--- src/rtl/gpioa_pkg.sv ---
// Package for the GPIO port adapter: item types, bus access codes,
// register selects and bit positions of the flag and peripheral control registers.
// No dependencies.
package gpioa_pkg;

    // Bus access codes; the fourth code of the field is no access.
    localparam logic [1:0] OP_NONE  = 2'd0;
    localparam logic [1:0] OP_READ  = 2'd1;
    localparam logic [1:0] OP_WRITE = 2'd2;

    // Register selects.
    localparam logic [3:0] RS_PORTB    = 4'd0;
    localparam logic [3:0] RS_PORTA    = 4'd1;
    localparam logic [3:0] RS_DDRB     = 4'd2;
    localparam logic [3:0] RS_DDRA     = 4'd3;
    localparam logic [3:0] RS_PCR      = 4'd12;
    localparam logic [3:0] RS_IFR      = 4'd13;
    localparam logic [3:0] RS_IER      = 4'd14;
    localparam logic [3:0] RS_PORTA_NH = 4'd15;

    // Flag register bit positions (bits 6..0 are stored, bit 7 is derived).
    localparam int FLAG_CA2 = 0;
    localparam int FLAG_CA1 = 1;
    localparam int FLAG_CB2 = 3;
    localparam int FLAG_CB1 = 4;
    localparam int FLAG_BITS = 7;

    // Peripheral control register bit positions.
    localparam int PCR_CA1_RISE = 0;
    localparam int PCR_CA2_IND  = 1;
    localparam int PCR_CA2_RISE = 2;
    localparam int PCR_CA2_OUT  = 3;
    localparam int PCR_CB1_RISE = 4;
    localparam int PCR_CB2_IND  = 5;
    localparam int PCR_CB2_RISE = 6;
    localparam int PCR_CB2_OUT  = 7;

    // Handshake line positions in the sampled line vector.
    localparam int LINE_CA1 = 0;
    localparam int LINE_CA2 = 1;
    localparam int LINE_CB1 = 2;
    localparam int LINE_CB2 = 3;
    localparam int LINE_BITS = 4;

    typedef struct packed {
        logic [1:0] op;
        logic [3:0] reg_sel;
        logic [7:0] wdata;
        logic [7:0] pa_in;
        logic [7:0] pb_in;
        logic       ca1;
        logic       ca2;
        logic       cb1;
        logic       cb2;
        logic       reset_n;
    } in_item_t;

    typedef struct packed {
        logic [7:0] rdata;
        logic [7:0] pa_out;
        logic [7:0] pa_dir;
        logic [7:0] pb_out;
        logic [7:0] pb_dir;
        logic       irq_n;
    } out_item_t;

endpackage

--- src/rtl/gpioa_ifs.sv ---
// Valid/ready channel interfaces for the GPIO port adapter.
// Depends on gpioa_pkg for the payload types.
interface gpioa_in_if;
    logic                 valid;
    logic                 ready;
    gpioa_pkg::in_item_t  data;

    modport source (output valid, output data, input ready);
    modport sink (input valid, input data, output ready);
endinterface

interface gpioa_out_if;
    logic                 valid;
    logic                 ready;
    gpioa_pkg::out_item_t data;

    modport source (output valid, output data, input ready);
    modport sink (input valid, input data, output ready);
endinterface

--- src/rtl/gpioa_edge.sv ---
// Handshake line edge detector: turns enabled edges on the CA and CB control lines into flag set bits.
// Depends on gpioa_pkg for bit positions.
module gpioa_edge (
    input  logic [gpioa_pkg::LINE_BITS-1:0] prev_lines,
    input  logic [gpioa_pkg::LINE_BITS-1:0] now_lines,
    input  logic [7:0]                      pcr,
    input  logic [7:0]                      ier,
    output logic [gpioa_pkg::FLAG_BITS-1:0] set_flags
);

    function automatic logic edge_hit(input logic before_lvl, input logic now_lvl,
                                      input logic rising);
        return rising ? (!before_lvl && now_lvl) : (before_lvl && !now_lvl);
    endfunction

    always_comb
    begin
        set_flags = '0;
        set_flags[gpioa_pkg::FLAG_CA1] = ier[gpioa_pkg::FLAG_CA1]
            && edge_hit(prev_lines[gpioa_pkg::LINE_CA1], now_lines[gpioa_pkg::LINE_CA1],
                        pcr[gpioa_pkg::PCR_CA1_RISE]);
        // A line in output mode never raises its flag.
        set_flags[gpioa_pkg::FLAG_CA2] = ier[gpioa_pkg::FLAG_CA2]
            && !pcr[gpioa_pkg::PCR_CA2_OUT]
            && edge_hit(prev_lines[gpioa_pkg::LINE_CA2], now_lines[gpioa_pkg::LINE_CA2],
                        pcr[gpioa_pkg::PCR_CA2_RISE]);
        set_flags[gpioa_pkg::FLAG_CB1] = ier[gpioa_pkg::FLAG_CB1]
            && edge_hit(prev_lines[gpioa_pkg::LINE_CB1], now_lines[gpioa_pkg::LINE_CB1],
                        pcr[gpioa_pkg::PCR_CB1_RISE]);
        set_flags[gpioa_pkg::FLAG_CB2] = ier[gpioa_pkg::FLAG_CB2]
            && !pcr[gpioa_pkg::PCR_CB2_OUT]
            && edge_hit(prev_lines[gpioa_pkg::LINE_CB2], now_lines[gpioa_pkg::LINE_CB2],
                        pcr[gpioa_pkg::PCR_CB2_RISE]);
    end

endmodule

--- src/rtl/gpioa_regs.sv ---
// Register file and bus access logic of the GPIO port adapter; updates on each item while en is high.
// Depends on gpioa_pkg and gpioa_edge.
module gpioa_regs (
    input  logic                 clk,
    input  logic                 rst_n,
    input  logic                 en,
    input  gpioa_pkg::in_item_t  item,
    output gpioa_pkg::out_item_t result
);

    logic [7:0] out_a_reg, out_a_next;
    logic [7:0] out_b_reg, out_b_next;
    logic [7:0] dir_a_reg, dir_a_next;
    logic [7:0] dir_b_reg, dir_b_next;
    logic [7:0] pcr_reg, pcr_next;
    logic [7:0] ier_reg, ier_next;
    logic [gpioa_pkg::FLAG_BITS-1:0] ifr_reg, ifr_next;
    logic [gpioa_pkg::LINE_BITS-1:0] lines_reg, lines_next;

    logic [gpioa_pkg::LINE_BITS-1:0] now_lines;
    logic [gpioa_pkg::FLAG_BITS-1:0] set_flags;
    logic [gpioa_pkg::FLAG_BITS-1:0] flags_edge;
    logic [7:0]                      rdata;
    logic                            access;
    logic                            wr;

    function automatic logic [7:0] port_view(input logic [7:0] outv, input logic [7:0] dir,
                                             input logic [7:0] pins);
        return (outv & dir) | (pins & ~dir);
    endfunction

    assign now_lines = {item.cb2, item.cb1, item.ca2, item.ca1};

    gpioa_edge u_edge (
        .prev_lines (lines_reg),
        .now_lines  (now_lines),
        .pcr        (pcr_reg),
        .ier        (ier_reg),
        .set_flags  (set_flags)
    );

    assign flags_edge = ifr_reg | set_flags;
    assign access     = (item.op == gpioa_pkg::OP_READ) || (item.op == gpioa_pkg::OP_WRITE);
    assign wr         = (item.op == gpioa_pkg::OP_WRITE);

    always_comb
    begin
        out_a_next = out_a_reg;
        out_b_next = out_b_reg;
        dir_a_next = dir_a_reg;
        dir_b_next = dir_b_reg;
        pcr_next   = pcr_reg;
        ier_next   = ier_reg;
        ifr_next   = flags_edge;
        lines_next = now_lines;
        rdata      = 8'h00;

        if (!item.reset_n)
        begin
            out_a_next = 8'h00;
            out_b_next = 8'h00;
            dir_a_next = 8'h00;
            dir_b_next = 8'h00;
            pcr_next   = 8'h00;
            ier_next   = 8'h00;
            ifr_next   = '0;
        end
        else if (access)
        begin
            case (item.reg_sel)
                gpioa_pkg::RS_PORTB:
                begin
                    if (wr)
                        out_b_next = item.wdata;
                    else
                        rdata = port_view(out_b_reg, dir_b_reg, item.pb_in);
                    ifr_next[gpioa_pkg::FLAG_CB1] = 1'b0;
                    if (!pcr_reg[gpioa_pkg::PCR_CB2_IND])
                        ifr_next[gpioa_pkg::FLAG_CB2] = 1'b0;
                end
                gpioa_pkg::RS_PORTA:
                begin
                    if (wr)
                        out_a_next = item.wdata;
                    else
                        rdata = port_view(out_a_reg, dir_a_reg, item.pa_in);
                    ifr_next[gpioa_pkg::FLAG_CA1] = 1'b0;
                    if (!pcr_reg[gpioa_pkg::PCR_CA2_IND])
                        ifr_next[gpioa_pkg::FLAG_CA2] = 1'b0;
                end
                gpioa_pkg::RS_DDRB:
                begin
                    if (wr)
                        dir_b_next = item.wdata;
                    else
                        rdata = dir_b_reg;
                end
                gpioa_pkg::RS_DDRA:
                begin
                    if (wr)
                        dir_a_next = item.wdata;
                    else
                        rdata = dir_a_reg;
                end
                gpioa_pkg::RS_PCR:
                begin
                    if (wr)
                        pcr_next = item.wdata;
                    else
                        rdata = pcr_reg;
                end
                gpioa_pkg::RS_IFR:
                begin
                    // Bit 7 is never stored; it reads as the OR of the others.
                    if (wr)
                        ifr_next = item.wdata[gpioa_pkg::FLAG_BITS-1:0];
                    else
                        rdata = {|flags_edge, flags_edge};
                end
                gpioa_pkg::RS_IER:
                begin
                    if (wr)
                        ier_next = item.wdata;
                    else
                        rdata = ier_reg;
                end
                gpioa_pkg::RS_PORTA_NH:
                begin
                    if (wr)
                        out_a_next = item.wdata;
                    else
                        rdata = port_view(out_a_reg, dir_a_reg, item.pa_in);
                end
                default:
                begin
                    rdata = 8'h00;
                end
            endcase
        end
    end

    always_comb
    begin
        result.rdata  = rdata;
        result.pa_out = out_a_next;
        result.pa_dir = dir_a_next;
        result.pb_out = out_b_next;
        result.pb_dir = dir_b_next;
        result.irq_n  = ~|ifr_next;
    end

    always_ff @(posedge clk or negedge rst_n)
    begin
        if (!rst_n)
        begin
            out_a_reg <= 8'h00;
            out_b_reg <= 8'h00;
            dir_a_reg <= 8'h00;
            dir_b_reg <= 8'h00;
            pcr_reg   <= 8'h00;
            ier_reg   <= 8'h00;
            ifr_reg   <= '0;
            lines_reg <= '0;
        end
        else if (en)
        begin
            out_a_reg <= out_a_next;
            out_b_reg <= out_b_next;
            dir_a_reg <= dir_a_next;
            dir_b_reg <= dir_b_next;
            pcr_reg   <= pcr_next;
            ier_reg   <= ier_next;
            ifr_reg   <= ifr_next;
            lines_reg <= lines_next;
        end
    end

endmodule

--- src/rtl/gpio_port_adapter_with_edge_irq.sv ---
// An accepted item is held until the output side is free, then its result is registered.
// Throughput: one item per cycle while the output is not stalled; the input register advances
// into the result register in the same cycle that the register file state is updated.
// Reset (rst_n low, asynchronous) empties both registers and clears all adapter state.
// Depends on gpioa_pkg, gpioa_ifs, gpioa_regs.
module gpio_port_adapter_with_edge_irq (
    input  logic         clk,
    input  logic         rst_n,
    gpioa_in_if.sink     cmd,
    gpioa_out_if.source  res
);

    logic                 in_valid_reg, in_valid_next;
    gpioa_pkg::in_item_t  in_item_reg;
    logic                 out_valid_reg, out_valid_next;
    gpioa_pkg::out_item_t out_item_reg;
    gpioa_pkg::out_item_t result;
    logic                 advance;
    logic                 accept;

    // The held item moves on whenever the result register is empty or being emptied.
    assign advance   = in_valid_reg && (!out_valid_reg || res.ready);
    assign cmd.ready = !in_valid_reg || advance;
    assign accept    = cmd.valid && cmd.ready;

    assign in_valid_next  = accept || (in_valid_reg && !advance);
    assign out_valid_next = advance || (out_valid_reg && !res.ready);

    gpioa_regs u_regs (
        .clk    (clk),
        .rst_n  (rst_n),
        .en     (advance),
        .item   (in_item_reg),
        .result (result)
    );

    always_ff @(posedge clk or negedge rst_n)
    begin
        if (!rst_n)
        begin
            in_valid_reg  <= 1'b0;
            out_valid_reg <= 1'b0;
        end
        else
        begin
            in_valid_reg  <= in_valid_next;
            out_valid_reg <= out_valid_next;
        end
    end

    always_ff @(posedge clk)
    begin
        if (accept)
            in_item_reg <= cmd.data;
        if (advance)
            out_item_reg <= result;
    end

    assign res.valid = out_valid_reg;
    assign res.data  = out_item_reg;

endmodule

--- src/flat_wrapper.sv ---
// flat-port wrapper written by rule: the top's interface ports become plain ports
module gpio_port_adapter_with_edge_irq_flat 
  (clk, rst_n, cmd_valid, cmd_data, cmd_ready, res_valid, res_data, res_ready);
  gpioa_in_if cmd_i ();
  gpioa_out_if res_i ();
  input  logic clk;
  input  logic rst_n;
  input wire logic [$bits(cmd_i.valid)-1:0] cmd_valid;
  input wire logic [$bits(cmd_i.data)-1:0] cmd_data;
  output wire logic [$bits(cmd_i.ready)-1:0] cmd_ready;
  output wire logic [$bits(res_i.valid)-1:0] res_valid;
  output wire logic [$bits(res_i.data)-1:0] res_data;
  input wire logic [$bits(res_i.ready)-1:0] res_ready;
  assign cmd_i.valid = cmd_valid;
  assign cmd_i.data = cmd_data;
  assign cmd_ready = cmd_i.ready;
  assign res_valid = res_i.valid;
  assign res_data = res_i.data;
  assign res_i.ready = res_ready;
  gpio_port_adapter_with_edge_irq u_core (.clk(clk), .rst_n(rst_n), .cmd(cmd_i), .res(res_i));
endmodule
--- config.mk ---
export PLATFORM = sky130hd
export DESIGN_NAME = gpio_port_adapter_with_edge_irq_flat
export DESIGN_NICKNAME = d
export VERILOG_FILES = /design/src/rtl/gpioa_pkg.sv /design/src/rtl/gpioa_ifs.sv /design/src/rtl/gpioa_edge.sv /design/src/rtl/gpioa_regs.sv /design/src/rtl/gpio_port_adapter_with_edge_irq.sv /design/src/flat_wrapper.sv
export SDC_FILE = /design/constraint.sdc
export NUM_CORES = 1
export LEC_CHECK = 0
export ABC_AREA = 0
export BUFFER_PORTS_ARGS = -buffer_cell sky130_fd_sc_hd__buf_2
export CORE_MARGIN = 4
export CORE_UTILIZATION = 58
export CTS_CLUSTER_DIAMETER = 30
export DETAILED_ROUTE_END_ITERATION = 12
export MAX_ROUTING_LAYER = met4
export PLACE_DENSITY = 0.8
export SLEW_MARGIN = 15
export SYNTH_ARGS = -nofsm -noshare
export SYNTH_HDL_FRONTEND = slang
export SYNTH_SLANG_ARGS = --single-unit
export TNS_END_PERCENT = 20
--- constraint.sdc ---
create_clock -name clk -period 3.7 [get_ports clk]
set_input_delay 0.74 -clock clk [delete_from_list [all_inputs] [get_ports clk]]
set_output_delay 0.74 -clock clk [all_outputs]
set_load 0.05 [all_outputs]
== Word-level counts from Yosys, hierarchy flattened ==
Index checks and enable logic that the tools add are counted.

* Reductions and logical operators: 45
* Mux-type cells: 44
* Multipliers: 0
* Magnitude comparators: 0
* Div/mod/pow operators: 0
* $add $sub $neg: 0
* Shift-type cells: 0
* Bitwise operators: 9
* Equal/unequal tests: 13

{| class="wikitable"
|+ Operator list
! cell !! number
|-
| $mux 8 || 30
|-
| $pmux 8 s7 || 1
|-
| $and 8x8->8 || 4
|-
| $mux 7 || 3
|-
| $logic_and 1x1->1 || 18
|-
| $eq 4x4->1 const B || 4
|-
| $not 8->8 || 2
|-
| $or 8x8->8 || 2
|-
| $logic_not 1->1 || 15
|-
| $reduce_or 7->1 || 2
|-
| $eq 4x2->1 const B || 2
|-
| $ne 2x2->1 const B || 4
|-
| $pmux 2 s2 || 2
|-
| $reduce_and 4->1 || 2
|-
| $mux 1 || 7
|-
| $or 7x5->7 || 1
|-
| $logic_or 1x1->1 || 5
|-
| $eq 4x1->1 const B || 1
|-
| $logic_not 4->1 || 1
|-
| $eq 2x1->1 const B || 1
|-
| $eq 2x2->1 const B || 1
|-
| $mux 2 || 1
|-
| $reduce_and 2->1 || 1
|-
| $reduce_or 2->1 || 1
|}

* Bits in writable memories: 0
* Bits in latches: 0
* Input bits: 39
* Word-level logic and storage cells: 137
* Memories kept: 0
* Flip-flop bits (word level): 137
* ROM bits: 0
* Output and inout port bits: 43

== Longest topological paths before layout ==
Gate-level depths: netlist of run 1.

* Depth in word-level cells: 11
* Depth in mapped cells: 9
* Mapped depth without buffers: 7

== Cells and area by module ==
From an unflattened synthesis of run 1, not the netlist that was laid out.

* Cells, all modules: 570
* Area total of the unflattened synthesis: 6,557.5 µm²

{| class="wikitable"
|+ Modules (own cells, without submodules)
! module !! cells an instance !! sequential area each (µm²) !! area each (µm²) !! instances
|-
| gpioa_regs || 468 || 1,476.4 || 4,042.6 || 1
|-
| gpio_port_adapter_with_edge_irq || 84 || 2,332.2 || 2,386.0 || 1
|-
| gpioa_edge || 18 || 0.0 || 128.9 || 1
|}

== Worst setup path before layout of run 1 ==
Ideal clock, no wire load.

* Path kind: input to register
* Start point: input res_ready
* End point: register u_core.u_regs.ifr_reg[2] (netlist bit)
* Path slack: 0.531 ns
* Data arrival time: 3.038 ns
* Setup time: 0.132 ns
* Data required time: 3.568 ns
* Path buffers: 1
* Stages: 7
* Cell sequence: nand2b_1 nand2_1 inv_1 clkbuf_1 o21ai_0 nand2_1 o21ai_0

* Cells in the longest elaborated chain, start to end: 2

{| class="wikitable"
|+ RTL lines
! what !! RTL line !! text
|-
| from (decl) || flat_wrapper.sv:13 || <nowiki>input wire logic [$bits(res_i.ready)-1:0] res_ready;</nowiki>
|-
| $logic_or 1x1->1 || gpio_port_adapter_with_edge_irq.sv:22 || <nowiki>assign advance = in_valid_reg && (!out_valid_reg || res.ready);</nowiki>
|-
| $logic_and 1x1->1 || gpio_port_adapter_with_edge_irq.sv:22 ||
|-
| via u_core.advance || gpio_port_adapter_with_edge_irq.sv:18 || <nowiki>logic advance;</nowiki>
|-
| to (signal assigned) || gpioa_regs.sv:173 || <nowiki>ifr_reg <= ifr_next;</nowiki>
|-
| to (decl) || gpioa_regs.sv:17 || <nowiki>logic [gpioa_pkg::FLAG_BITS-1:0] ifr_reg, ifr_next;</nowiki>
|}

The timed path passes the listed nets, and every way through them passes these cells.
A chain may end at the register's enable or synchronous reset.

== Worst setup path after layout of run 1 ==
* Start point: register u_core.in_item_reg[31] (netlist bit)
* End point: register u_core.u_regs.out_a_reg[7]

* Cells in the longest elaborated chain, start to end: 5
* Elaborated cells on any way between the ends: 6
* Those cells by class: 2 x eq/ne; 3 x mux; 1 x reduce/logical

{| class="wikitable"
|+ RTL lines
! what !! RTL line !! text
|-
| from (decl) || gpio_port_adapter_with_edge_irq.sv:14 || <nowiki>gpioa_pkg::in_item_t in_item_reg;</nowiki>
|-
| from (signal assigned) || gpio_port_adapter_with_edge_irq.sv:54 || <nowiki>in_item_reg <= cmd.data;</nowiki>
|-
| $eq 4x4->1 or $eq 4x1->1 (tied branches) || gpioa_regs.sv:70 || <nowiki>case (item.reg_sel)</nowiki>
|-
| $reduce_or 2->1 (no source line) (*) || n/a ||
|-
| $mux 8 (*) || n/a ||
|-
| $mux 8 (*) || gpioa_regs.sv:68 || <nowiki>else if (access)</nowiki>
|-
| $mux 8 (*) || gpioa_regs.sv:58 || <nowiki>if (!item.reset_n)</nowiki>
|-
| to (signal assigned) || gpioa_regs.sv:167 || <nowiki>out_a_reg <= out_a_next;</nowiki>
|-
| to (decl) || gpioa_regs.sv:11 || <nowiki>logic [7:0] out_a_reg, out_a_next;</nowiki>
|}

Every way passes the cells marked *; elsewhere a longest branch is shown, timed or not.

==> results.tsv, run 1 <==
stage	metric	value	unit
status	status	completed	
route	vias	4774	
pwr	p_total	4.09	mW
cells_and_area	nets	668	
grt	use_met2	0.416	
worst_setup_path	crit_required	4.17	ns
synth	netlist_area	6200	sq um
cts	cts.path.max_buffers	2	
grt	use_met1	0.375	
cts	cts_tree	yes	
synth	yosys.area.top_type_share	0.368	
floorplanning	io_pins	82	
cts	cts-buffers-inserted	17	
cells_and_area	fillers	749	
timing	maxSlewHeadroom	0.269	
cts	post_cts_buffers	0	
synth	synth_top_area_cell	edfxtp_1	
grt	grt_usage	0.279	
worst_setup_path	critPathKind	flip-flop to flip-flop	
cts	postCtsHoldBufs	0	
synth	synth-main-ff-cell	edfxtp_1	
place	pre_cts_slack	1.18	ns
floorplanning	die_w	111	um
route	wl_per_cell	20.9	um
grt	grt.met3_usage	0.0609	
hold_path	hold_class	input port to flip-flop	
worst_setup_path	endpoint	u_core.u_regs.out_a_reg[7]	
synth	synth_area_leaders	edfxtp_1 37%, dfrtp_1 25%, mux2i_1 7.4%, nand2_1 5.3%, o21ai_0 3.4%	
synth	synthesis.nets	582	
synth	synth_edf_count	76	
cts	cts_resized	0	
route	remaining_drc_errors	0	
timing	layout_min_cycle_time	2.60	ns
timing	hold_viol	0	
route	firstDrtPassIters	8	
floorplanning	die-area	12400	sq um
worst_setup_path	regToRegEndpoint	u_core.u_regs.out_a_reg[7]	
route	ant_nets	0	
synth	yosysSeqAreaShare	0.615	
place	dp_hpwl	11.1	mm
cells_and_area	layout-drive-gt1-share	0.224	
timing	finalCritPeriodShare	0.703	
pwr	ir_worst_vdd	0.280	mV
timing	maxSlewViolCount	0	
cts	path_clk_slew	0.06	ns
worst_setup_path	end_kind	flip-flop	
cts	cts.root.buffer_cell	clkbuf_8	
synth	ys_ff_latch	137	
synth	syn_avg_cell_area	11.5	sq um
timing	setup-tns-final	0	ns
place	gp_congestion	0.997	
timing	rsz0062_at_grt	false	
pwr	power_density	558	nW/um^2
timing	setup_violations	0	
route	viasPerCell	6.16	
floorplanning	core_area	10400	sq um
cells_and_area	diodes	0	
place	port_buffers	81	
worst_setup_path	r2r_slack	1.10	ns
grt	grt_pass1_wl	26.2	mm
worst_setup_path	crit_path_max_fanout	14	
synth	synth.most_common_cell	nand2_1	
grt	grt.overflow.total	0	
timing	fin_ws	1.10	ns
grt	grt_start_max_net_pins	46	
synth	netlist_top_cells_count	88 x nand2_1, 76 x edfxtp_1, 61 x dfrtp_1	
cells_and_area	syn_to_final_growth	18.2	%
floorplanning	die_y	111	um
floorplanning	start_util	0.598	
worst_setup_path	r2r-start	u_core.in_item_reg[31]	
route	wirelength	16.2	mm
cts	clock_latency	0.54	ns
pwr	leakage	3.16	nW
timing	tightest_slew	1.10	ns
synth	synthArstFlopShare	0.445	
synth	yosys_warnings	0	
floorplanning	rows	37	
synth	ys_types	56	
worst_setup_path	crit_start	u_core.in_item_reg[31]	
worst_setup_path	reg2regPathDepth	6	
route	first_iter_violations	498	
synth	synthCells	540	
grt	top_usage_layer	met2	
cts	cts_sinks	137	
worst_setup_path	worstSetupStartpointType	flip-flop	
cts	htreeDepth	4	
grt	antenna_found_initial	0	
worst_setup_path	crit_arrival	3.07	ns
job	cap_violations	0	
grt	grt_pass1_vias	4783	
cells_and_area	largest_reg_flops	41	
timing	fin_skew	0.0104	ns
timing	fmax	384	MHz
[cell usage in the layout (no fill, tap or decap), types with 5 or more instances in the layout]
| cell type | netlist | routed |
|---|---|---|
| dfrtp_1 | 61 | 61 |
| a22oi_1 | 5 | 5 |
| buf_4 | 1 | 11 |
| o21ai_1 | 16 | 16 |
| a21oi_1 | 11 | 11 |
| buf_2 | 12 | 81 |
| edfxtp_1 | 76 | 76 |
| nand2b_1 | 8 | 8 |
| o21ai_0 | 42 | 42 |
| clkbuf_16 | 0 | 16 |
| mux2_2 | 7 | 7 |
| o22ai_1 | 9 | 9 |
| a22o_1 | 6 | 6 |
| nand2_1 | 88 | 88 |
| clkinv_4 | 0 | 6 |
| mux2i_1 | 46 | 46 |
| nor2_1 | 50 | 50 |
| inv_1 | 14 | 13 |
[where the power goes]
| group | internal [mW] | switching, mW | leakage, nW | total, mW |
|---|---|---|---|---|
| clock network | 0.990 | 0.671 | 0.283 | 1.66 |
| registers | 1.76 | 0.102 | 1.56 | 1.86 |
| logic | 0.171 | 0.390 | 1.32 | 0.561 |
[worst max-delay path, stage by stage, from the launching register on]
cell and delay [ns]:
edfxtp_1 0.36, ha_1 0.54, mux2_2 0.28, nand3_1 0.50, nand2b_1 0.49, o21ai_0 0.22, a22o_1 0.14
[final cells by class]
cell class,count,area (sq um),share of cell area
clock buffers,18,428,0.0584
clock inverters,14,163,0.0222
inverters,14,52.6,0.00717
multi-input cells,364,2220,0.303
flip-flops and latches,137,3810,0.520
well taps,136,170,0.0232
repair buffers,92,488,0.0666
[worst min-delay path by stage]
stage / from / end / slack, ns / cells past startpoint
6_report: cmd_data[17] / u_core.in_item_reg[17] / 0.37 / 1
5_1_grt: cmd_data[23] / u_core.in_item_reg[23] / 0.37 / 1
4_1_cts: cmd_data[7] / u_core.in_item_reg[7] / 0.36 / 1
3_5_place_dp: u_core.in_item_reg[4] / u_core.u_regs.lines_reg[0] / 0.47 / 2
3_3_place_gp: u_core.u_regs.ifr_reg[4] / u_core.u_regs.ifr_reg[4] / 0.47 / 2
2_1_floorplan: rst_n / u_core.in_valid_reg / 0.44 / 0
[cell families after synthesis]
kind of cell    synth area share
compound gates             0.115
fa+ha+maj                0.00606
buf+inv                   0.0279
flops                      0.615
mux                       0.0907
simple gates               0.146
[stage by stage]
| step | util | area, sq um | cells | hold slack (ns) |
|---|---|---|---|---|
| 2_1_floorplan | - | 6200 | 540 | 0.444 |
| 3_3_place_gp | 0.650 | 6740 | 743 | 0.466 |
| 3_5_place_dp | 0.650 | 6740 | 743 | 0.473 |
| 4_1_cts | 0.707 | 7330 | 775 | 0.363 |
| 5_1_grt | 0.707 | 7330 | 775 | 0.370 |
| 6_report | 0.707 | 7330 | 775 | 0.374 |
[metal layers]
metal / wire length [um] / up-vias
met4: 597 / 0
met5: 0 / -
met2: 7420 / 323
met3: 1650 / 68
li1: - / 2113
met1: 6540 / 2270
(Power assumes the default switching activity.)
==> run 2: changes to the inputs <==
- ABC_AREA: 0 -> 1
- clock period: 3.7 -> 2.5 ns (I/O delays scaled with it)
==> run 2 against run 1 <==
  * Non-clock buffer count shrank 1
  * Highest routed layer unchanged
  * Sequential share of layout area shrank 0.089 points
  * Utilization shrank 0.19 points
  * Synthesized cell count grew 20%
  * Clock-buffer cell count grew 11
  * Hold slack lost 0.23 ns
  * First-iteration DRC count grew 8.4%
  * Combinational power grew 33%
  * Critical path type unchanged
==> results.tsv, run 2 <==
stage	metric	value	unit	change
worst_setup_path	crit_required	2.88	ns	-1.29 ns
synth	yosys_warnings	0		unchanged
floorplanning	die_w	112	um	+0.37%
route	remaining_drc_errors	0		unchanged
synth	netlist_area	6250	sq um	+0.79%
synth	ys_ff_latch	137		unchanged
floorplanning	io_pins	82		unchanged
worst_setup_path	crit_path_max_fanout	14		unchanged
route	vias	5079		+6.4%
pwr	p_clk_frac	0.392		-0.015
cts	cts_tree	yes		
place	placed_area	6810	sq um	+1.0%
grt	grt_pass1_vias	5088		+6.4%
grt	antenna_found_initial	0		unchanged
synth	synth-main-ff-cell	edfxtp_1		
cts	clock_latency	0.52	ns	-0.02 ns
cts	cts_sinks	137		unchanged
synth	synth_top_family_by_area	simple AND/OR/NAND/NOR gates		
cells_and_area	syn_to_final_growth	17.5	%	
cts	post_cts_buffers	0		unchanged
synth	synth_top_area_cell	edfxtp_1		
grt	grt.overflow.total	0		unchanged
synth	yosysSeqAreaShare	0.610		-0.00480
route	ant_nets	0		unchanged
synth	synthArstFlopShare	0.445		unchanged
cells_and_area	mostFrequentLayoutCells	165 x nand2_1, 83 x inv_1, 81 x o21ai_0, 81 x buf_2, 76 x edfxtp_1		
cts	path_clk_slew	0.06	ns	about the same
cts	cts.root.buffer_cell	clkbuf_8		
hold_path	hold_class	input port to flip-flop		
cts	htreeDepth	4		unchanged
cells_and_area	layout-drive-gt1-share	0.196		-0.0280
grt	grt_start_max_net_pins	54		+17%
synth	synthesis.nets	689		+18%
cells_and_area	fillers	778		+3.9%
timing	tightest_slew	0.708	ns	-0.388 ns
synth	synth_xor_area_frac	0		unchanged
cells_and_area	diodes	0		unchanged
cells_and_area	largest_reg_flops	41		unchanged
floorplanning	die_y	112	um	+0.37%
pwr	p_total	5.63	mW	+38%
cells_and_area	final_cells	887		+14%
pwr	power_density	767	nW/um^2	+38%
worst_setup_path	worstSetupStartpointType	flip-flop		
timing	maxSlewHeadroom	0.528		+0.259
synth	synth_fa_ha_area_frac	0.00601		-0.0000473
route	firstDrtPassIters	5		-3
timing	layout_min_cycle_time	2.14	ns	-0.459 ns
place	gp_congestion	1.01		+1.3%
worst_setup_path	end_kind	flip-flop		
cts	cts-buffers-inserted	17		unchanged
synth	synth_area_leaders	edfxtp_1 37%, dfrtp_1 24%, nand2_1 9.9%, o21ai_0 6.5%, inv_1 5.0%		
cells_and_area	final_cell_area	7340	sq um	+0.17%
pwr	pwr-share-comb	0.132		-0.005
pwr	power.share.switching	0.271		-0.0133
route	first_iter_violations	540		+8.4%
place	dp_hpwl	12.2	mm	+9.5%
route	viasPerCell	5.73		-7.0%
grt	grt_usage	0.289		+0.00971
job	cap_violations	0		unchanged
cells_and_area	nets	780		+17%
pwr	p_int	4.10	mW	+40%
timing	maxSlewViolCount	0		unchanged
synth	synth_edf_count	76		unchanged
synth	synth.most_common_cell	nand2_1		
synth	syn_avg_cell_area	9.65	sq um	-16%
worst_setup_path	critPathKind	flip-flop to flip-flop		
synth	synth_compound_area_frac	0.153		+0.0374
worst_setup_path	crit_arrival	2.52	ns	-0.55 ns
timing	setup_violations	0		unchanged
pwr	switching_power	1.53	mW	+31%
pwr	leakage	3.24	nW	+2.6%
grt	grt_pass1_wl	27.0	mm	+3.0%
status	status	completed		
place	placedCellCount	854		+15%
floorplanning	core_area	10400	sq um	+0.45%
cts	cts.path.max_buffers	2		unchanged
timing	finalCritPeriodShare	0.857		+0.154
synth	synthSimpleGateAreaFrac	0.162		+0.0167
timing	fin_skew	0.00755	ns	-0.00287 ns
route	wl_per_cell	19.0	um	-9.3%
place	port_buffers	81		unchanged
synth	synthCells	647		+20%
pwr	seq_power_share	0.476		+0.020
floorplanning	start_util	0.600		+0.00203
timing	rsz0062_at_grt	false		
floorplanning	die-area	12500	sq um	+0.74%
cells_and_area	layout_commonest_cell	nand2_1		
timing	setup-tns-final	0	ns	unchanged
synth	yosys.area.top_type_share	0.365		-0.00288
synth	synth.area.mux_share	0		-0.0907
timing	fmax	467	MHz	+21%
pwr	ir_worst_vdd	0.493	mV	+76%
synth	ys_types	37		-34%
timing	hold_viol	0		unchanged
synth	netlist_top_cells_count	165 x nand2_1, 83 x inv_1, 81 x o21ai_0		
route	wirelength	16.8	mm	+3.8%
floorplanning	rows	37		unchanged
-- run 2: power by group through the flow --
stage                     Combinational [mW]  Sequential [mW]  Clock, mW
after CTS                              0.742             2.67       2.22
after detailed placement               0.735             2.71          0
after global placement                 0.724             2.71          0
after global routing                   0.814             2.69       2.34
final                                  0.744             2.68       2.21
after floorplan                        0.333             2.85          0
-- run 2: logic make-up after synthesis --
family / count (synthesis)
flip-flops: 137
AO/OA/AOI/OAI: 164
AND/OR/NAND/NOR: 235
buffers and inverters: 108
adder cells (fa/ha/maj): 3
-- run 2: area by class of cell --
class	instances	area, sq um	area share
multi-input combinational	402	2000	0.273
clock inverter	3	15.0	0.00205
clock buffer	29	509	0.0694
tap	136	170	0.0232
sequential	137	3810	0.519
timing repair buffer	91	495	0.0675
inverter	89	337	0.0459
-- run 2: worst max-delay path, stage by stage, from the launching register on --
cell and delay [ns]:
edfxtp_1 0.35, inv_1 0.06, ha_1 0.49, nand2_1 0.29, nor2_4 0.26, inv_2 0.13, o21ai_0 0.16, a21oi_1 0.08
nand2_1 0.06, o21ai_0 0.12
-- run 2: worst paths after layout --
path	from	endpoint	slack, ns	cells after the start
worst min-delay path	cmd_data[20]	u_core.in_item_reg[20]	0.15	1
max in group asynchronous	rst_n	u_core.u_regs.ifr_reg[0]	1.53	3
worst min register to register	u_core.in_valid_reg	u_core.res.valid	0.49	2
worst max-delay path	u_core.in_item_reg[33]	u_core.u_regs.out_b_reg[7]	0.36	9
worst max register to register	u_core.in_item_reg[33]	u_core.u_regs.out_b_reg[7]	0.36	9
min in group asynchronous	rst_n	u_core.u_regs.lines_reg[0]	0.38	2
-- run 2: routing by layer --
| layer | global-route usage | wire (um) | vias to the layer above |
|---|---|---|---|
| met5 | - | 0 | - |
| met4 | 0.109 | 394 | 0 |
| met3 | 0.0533 | 1260 | 33 |
| met2 | 0.452 | 8360 | 274 |
| met1 | 0.379 | 6820 | 2405 |
| li1 | - | - | 2367 |
-- run 2: what timing repair did --
action,in CTS,in global routing
gates resized for setup,0,0
hold buffers,1,0
endpoints found under the hold margin,9,0
-- run 2: metrics by stage --
step	setup WS [ns]	hold WS (ns)	util
2_1_floorplan	0.212	0.204	-
3_3_place_gp	0.457	0.390	0.653
3_5_place_dp	0.356	0.389	0.653
4_1_cts	0.359	0.130	0.705
5_1_grt	0.142	0.122	0.705
6_report	0.357	0.148	0.705
==> run 3: changes to the inputs <==
- ABC_AREA: 1 -> not set
==> run 3 against run 2 <==
  * First-iteration DRC count shrank 41%
  * Via count shrank 7.3%
  * Sequential power is 3% higher
  * Register-to-register slack worse by 0.21 ns
  * Critical path depth shrank 3
  * Sequential share of layout area down 0.41 points
  * Utilization up 0.88 points
  * Critical endpoint is now u_core.u_regs.out_b_reg[0]
  * Largest cell class unchanged
  * Highest routed layer unchanged
==> results.tsv, run 3 (synthesis results as in run 1) <==
stage	metric	value	unit	change
cts	path_clk_slew	0.06	ns	about the same
timing	rsz0062_at_grt	false		
worst_setup_path	crit_path_max_fanout	11		-3
cts	clock_latency	0.54	ns	+0.02 ns
place	port_buffers	81		unchanged
cts	cts_sinks	137		unchanged
cells_and_area	multi_input_area	2220	sq um	+11%
cts	postCtsHoldBufs	1		unchanged
route	remaining_drc_errors	0		unchanged
cells_and_area	mostFrequentLayoutCells	88 x nand2_1, 81 x buf_2, 76 x edfxtp_1		
worst_setup_path	crit_required	2.91	ns	+0.03 ns
floorplanning	start_util	0.598		-0.00203
worst_setup_path	critPathKind	flip-flop to flip-flop		
worst_setup_path	cp_slowest_stage_delay	0.65	ns	+0.16 ns
cts	cts_tree	yes		
grt	grt_pass1_wl	25.8	mm	-4.3%
cells_and_area	fillers	757		-2.7%
grt	grt.overflow.total	0		unchanged
cells_and_area	layout_commonest_cell	nand2_1		
cells_and_area	largest_reg_flops	41		unchanged
job	cap_violations	0		unchanged
pwr	leakage	3.19	nW	-1.4%
worst_setup_path	path_cells	ha_1, nand2b_2, or3_1, a21o_1, nand2_1, o21ai_1		
timing	layout_min_cycle_time	2.36	ns	+0.215 ns
grt	grt_usage	0.282		-0.00690
pwr	power_density	799	nW/um^2	+4.2%
route	wl_per_cell	20.7	um	+8.9%
cts	post_cts_buffers	0		unchanged
floorplanning	die_w	111	um	-0.37%
status	status	completed		
timing	tightest_slew	0.947	ns	+0.238 ns
timing	fmax	424	MHz	-9.1%
route	vias	4710		-7.3%
hold_path	worstHoldPathCells	1		unchanged
floorplanning	die-area	12400	sq um	-0.73%
timing	hold_viol	0		unchanged
cells_and_area	syn_to_final_growth	19.4	%	
cts	cts_resized	0		unchanged
cells_and_area	nets	679		-13%
worst_setup_path	reg2regPathDepth	6		-3
worst_setup_path	path_delay_family	simple AND/OR/NAND/NOR gates		
cells_and_area	layout-drive-gt1-share	0.229		+0.0335
cts	cts.root.buffer_cell	clkbuf_8		
grt	grt_start_max_net_pins	38		-30%
hold_path	hold_class	input port to flip-flop		
timing	maxSlewHeadroom	0.365		-0.163
cts	htreeDepth	4		unchanged
route	firstDrtPassIters	5		unchanged
cells_and_area	diodes	0		unchanged
cts	cts.path.max_buffers	2		unchanged
grt	grt_pass1_vias	4718		-7.3%
grt	antenna_found_initial	0		unchanged
cells_and_area	final_cells	786		-11%
floorplanning	core_area	10400	sq um	-0.44%
floorplanning	die_y	111	um	-0.37%
timing	finalCritPeriodShare	0.943		+0.0860
place	gp_congestion	0.946		-6.5%
timing	fin_skew	0.00987	ns	+0.00233 ns
cts	cts-buffers-inserted	17		unchanged
route	viasPerCell	5.99		+4.7%
floorplanning	io_pins	82		unchanged
route	wirelength	16.2	mm	-3.5%
timing	setup_violations	0		unchanged
cells_and_area	area.sequential	3810	sq um	unchanged
place	placedCellCount	753		-12%
worst_setup_path	critPathBufInv	0		-2
worst_setup_path	worstSetupStartpointType	flip-flop		
worst_setup_path	crit_arrival	2.77	ns	+0.25 ns
worst_setup_path	worstSetupPathDepth	6		-3
worst_setup_path	end_kind	flip-flop		
route	ant_nets	0		unchanged
timing	setup-tns-final	0	ns	unchanged
route	first_iter_violations	319		-41%
pwr	ir_worst_vdd	0.617	mV	+25%
timing	maxSlewViolCount	0		unchanged
floorplanning	rows	37		unchanged
worst_setup_path	slowest_stage	or3_1		
place	dp_hpwl	11.5	mm	-6.0%
[run 3: cell count changes in the layout (fill, tap and decap cells not counted), moves of 9 or more]
| cell | before | now |
|---|---|---|
| a21oi_1 | 29 | 11 |
| buf_4 | 8 | 19 |
| inv_1 | 83 | 13 |
| mux2i_1 | 0 | 46 |
| nand2_1 | 165 | 88 |
| nand3_1 | 29 | 4 |
| nor2_1 | 22 | 50 |
| o21ai_0 | 81 | 42 |
| o22ai_1 | 18 | 9 |
[run 3: metrics by stage]
| step | util | area [sq um] | power [mW] | hold slack, ns | setup WS (ns) |
|---|---|---|---|---|---|
| 3_3_place_gp | 0.659 | 6840 | 3.60 | 0.463 | 0.220 |
| 6_report | 0.713 | 7400 | 5.91 | 0.136 | 0.142 |
| 3_5_place_dp | 0.659 | 6840 | 3.62 | 0.475 | 0.192 |
| 5_1_grt | 0.713 | 7400 | 6.15 | 0.116 | 0.00985 |
| 4_1_cts | 0.713 | 7400 | 5.93 | 0.119 | 0.148 |
| 2_1_floorplan | - | 6200 | 3.33 | 0.204 | 0.0712 |
[run 3: area by class of cell]
cell class	count	share of cell area
timing repair buffer	103	0.0808
clock inverter	13	0.0176
sequential	137	0.515
multi-input combinational	364	0.300
inverter	14	0.00710
clock buffer	19	0.0570
tap	136	0.0230
[run 3: layer usage]
layer	global-route usage	vias to the layer above	part of all wire
li1	-	2143	-
met1	0.368	2301	0.41
met2	0.427	231	0.48
met3	0.0707	35	0.086
met4	0.117	0	0.030
met5	-	-	0
[run 3: where the power goes]
group          internal [mW]  leakage [nW]  switching, mW
combinational          0.269          1.38          0.573
clock                   1.41         0.259          0.913
sequential              2.61          1.56          0.146
[run 3: worst paths after layout]
path | startpoint | end | slack, ns
max | u_core.in_item_reg[34] | u_core.u_regs.out_b_reg[0] | 0.14
min | cmd_data[13] | u_core.in_item_reg[13] | 0.14
max reg2reg | u_core.in_item_reg[34] | u_core.u_regs.out_b_reg[0] | 0.14
min reg2reg | u_core.u_regs.lines_reg[2] | u_core.u_regs.lines_reg[2] | 0.49
max in group asynchronous | rst_n | u_core.u_regs.out_b_reg[5] | 1.31
min in group asynchronous | rst_n | u_core.u_regs.lines_reg[0] | 0.55
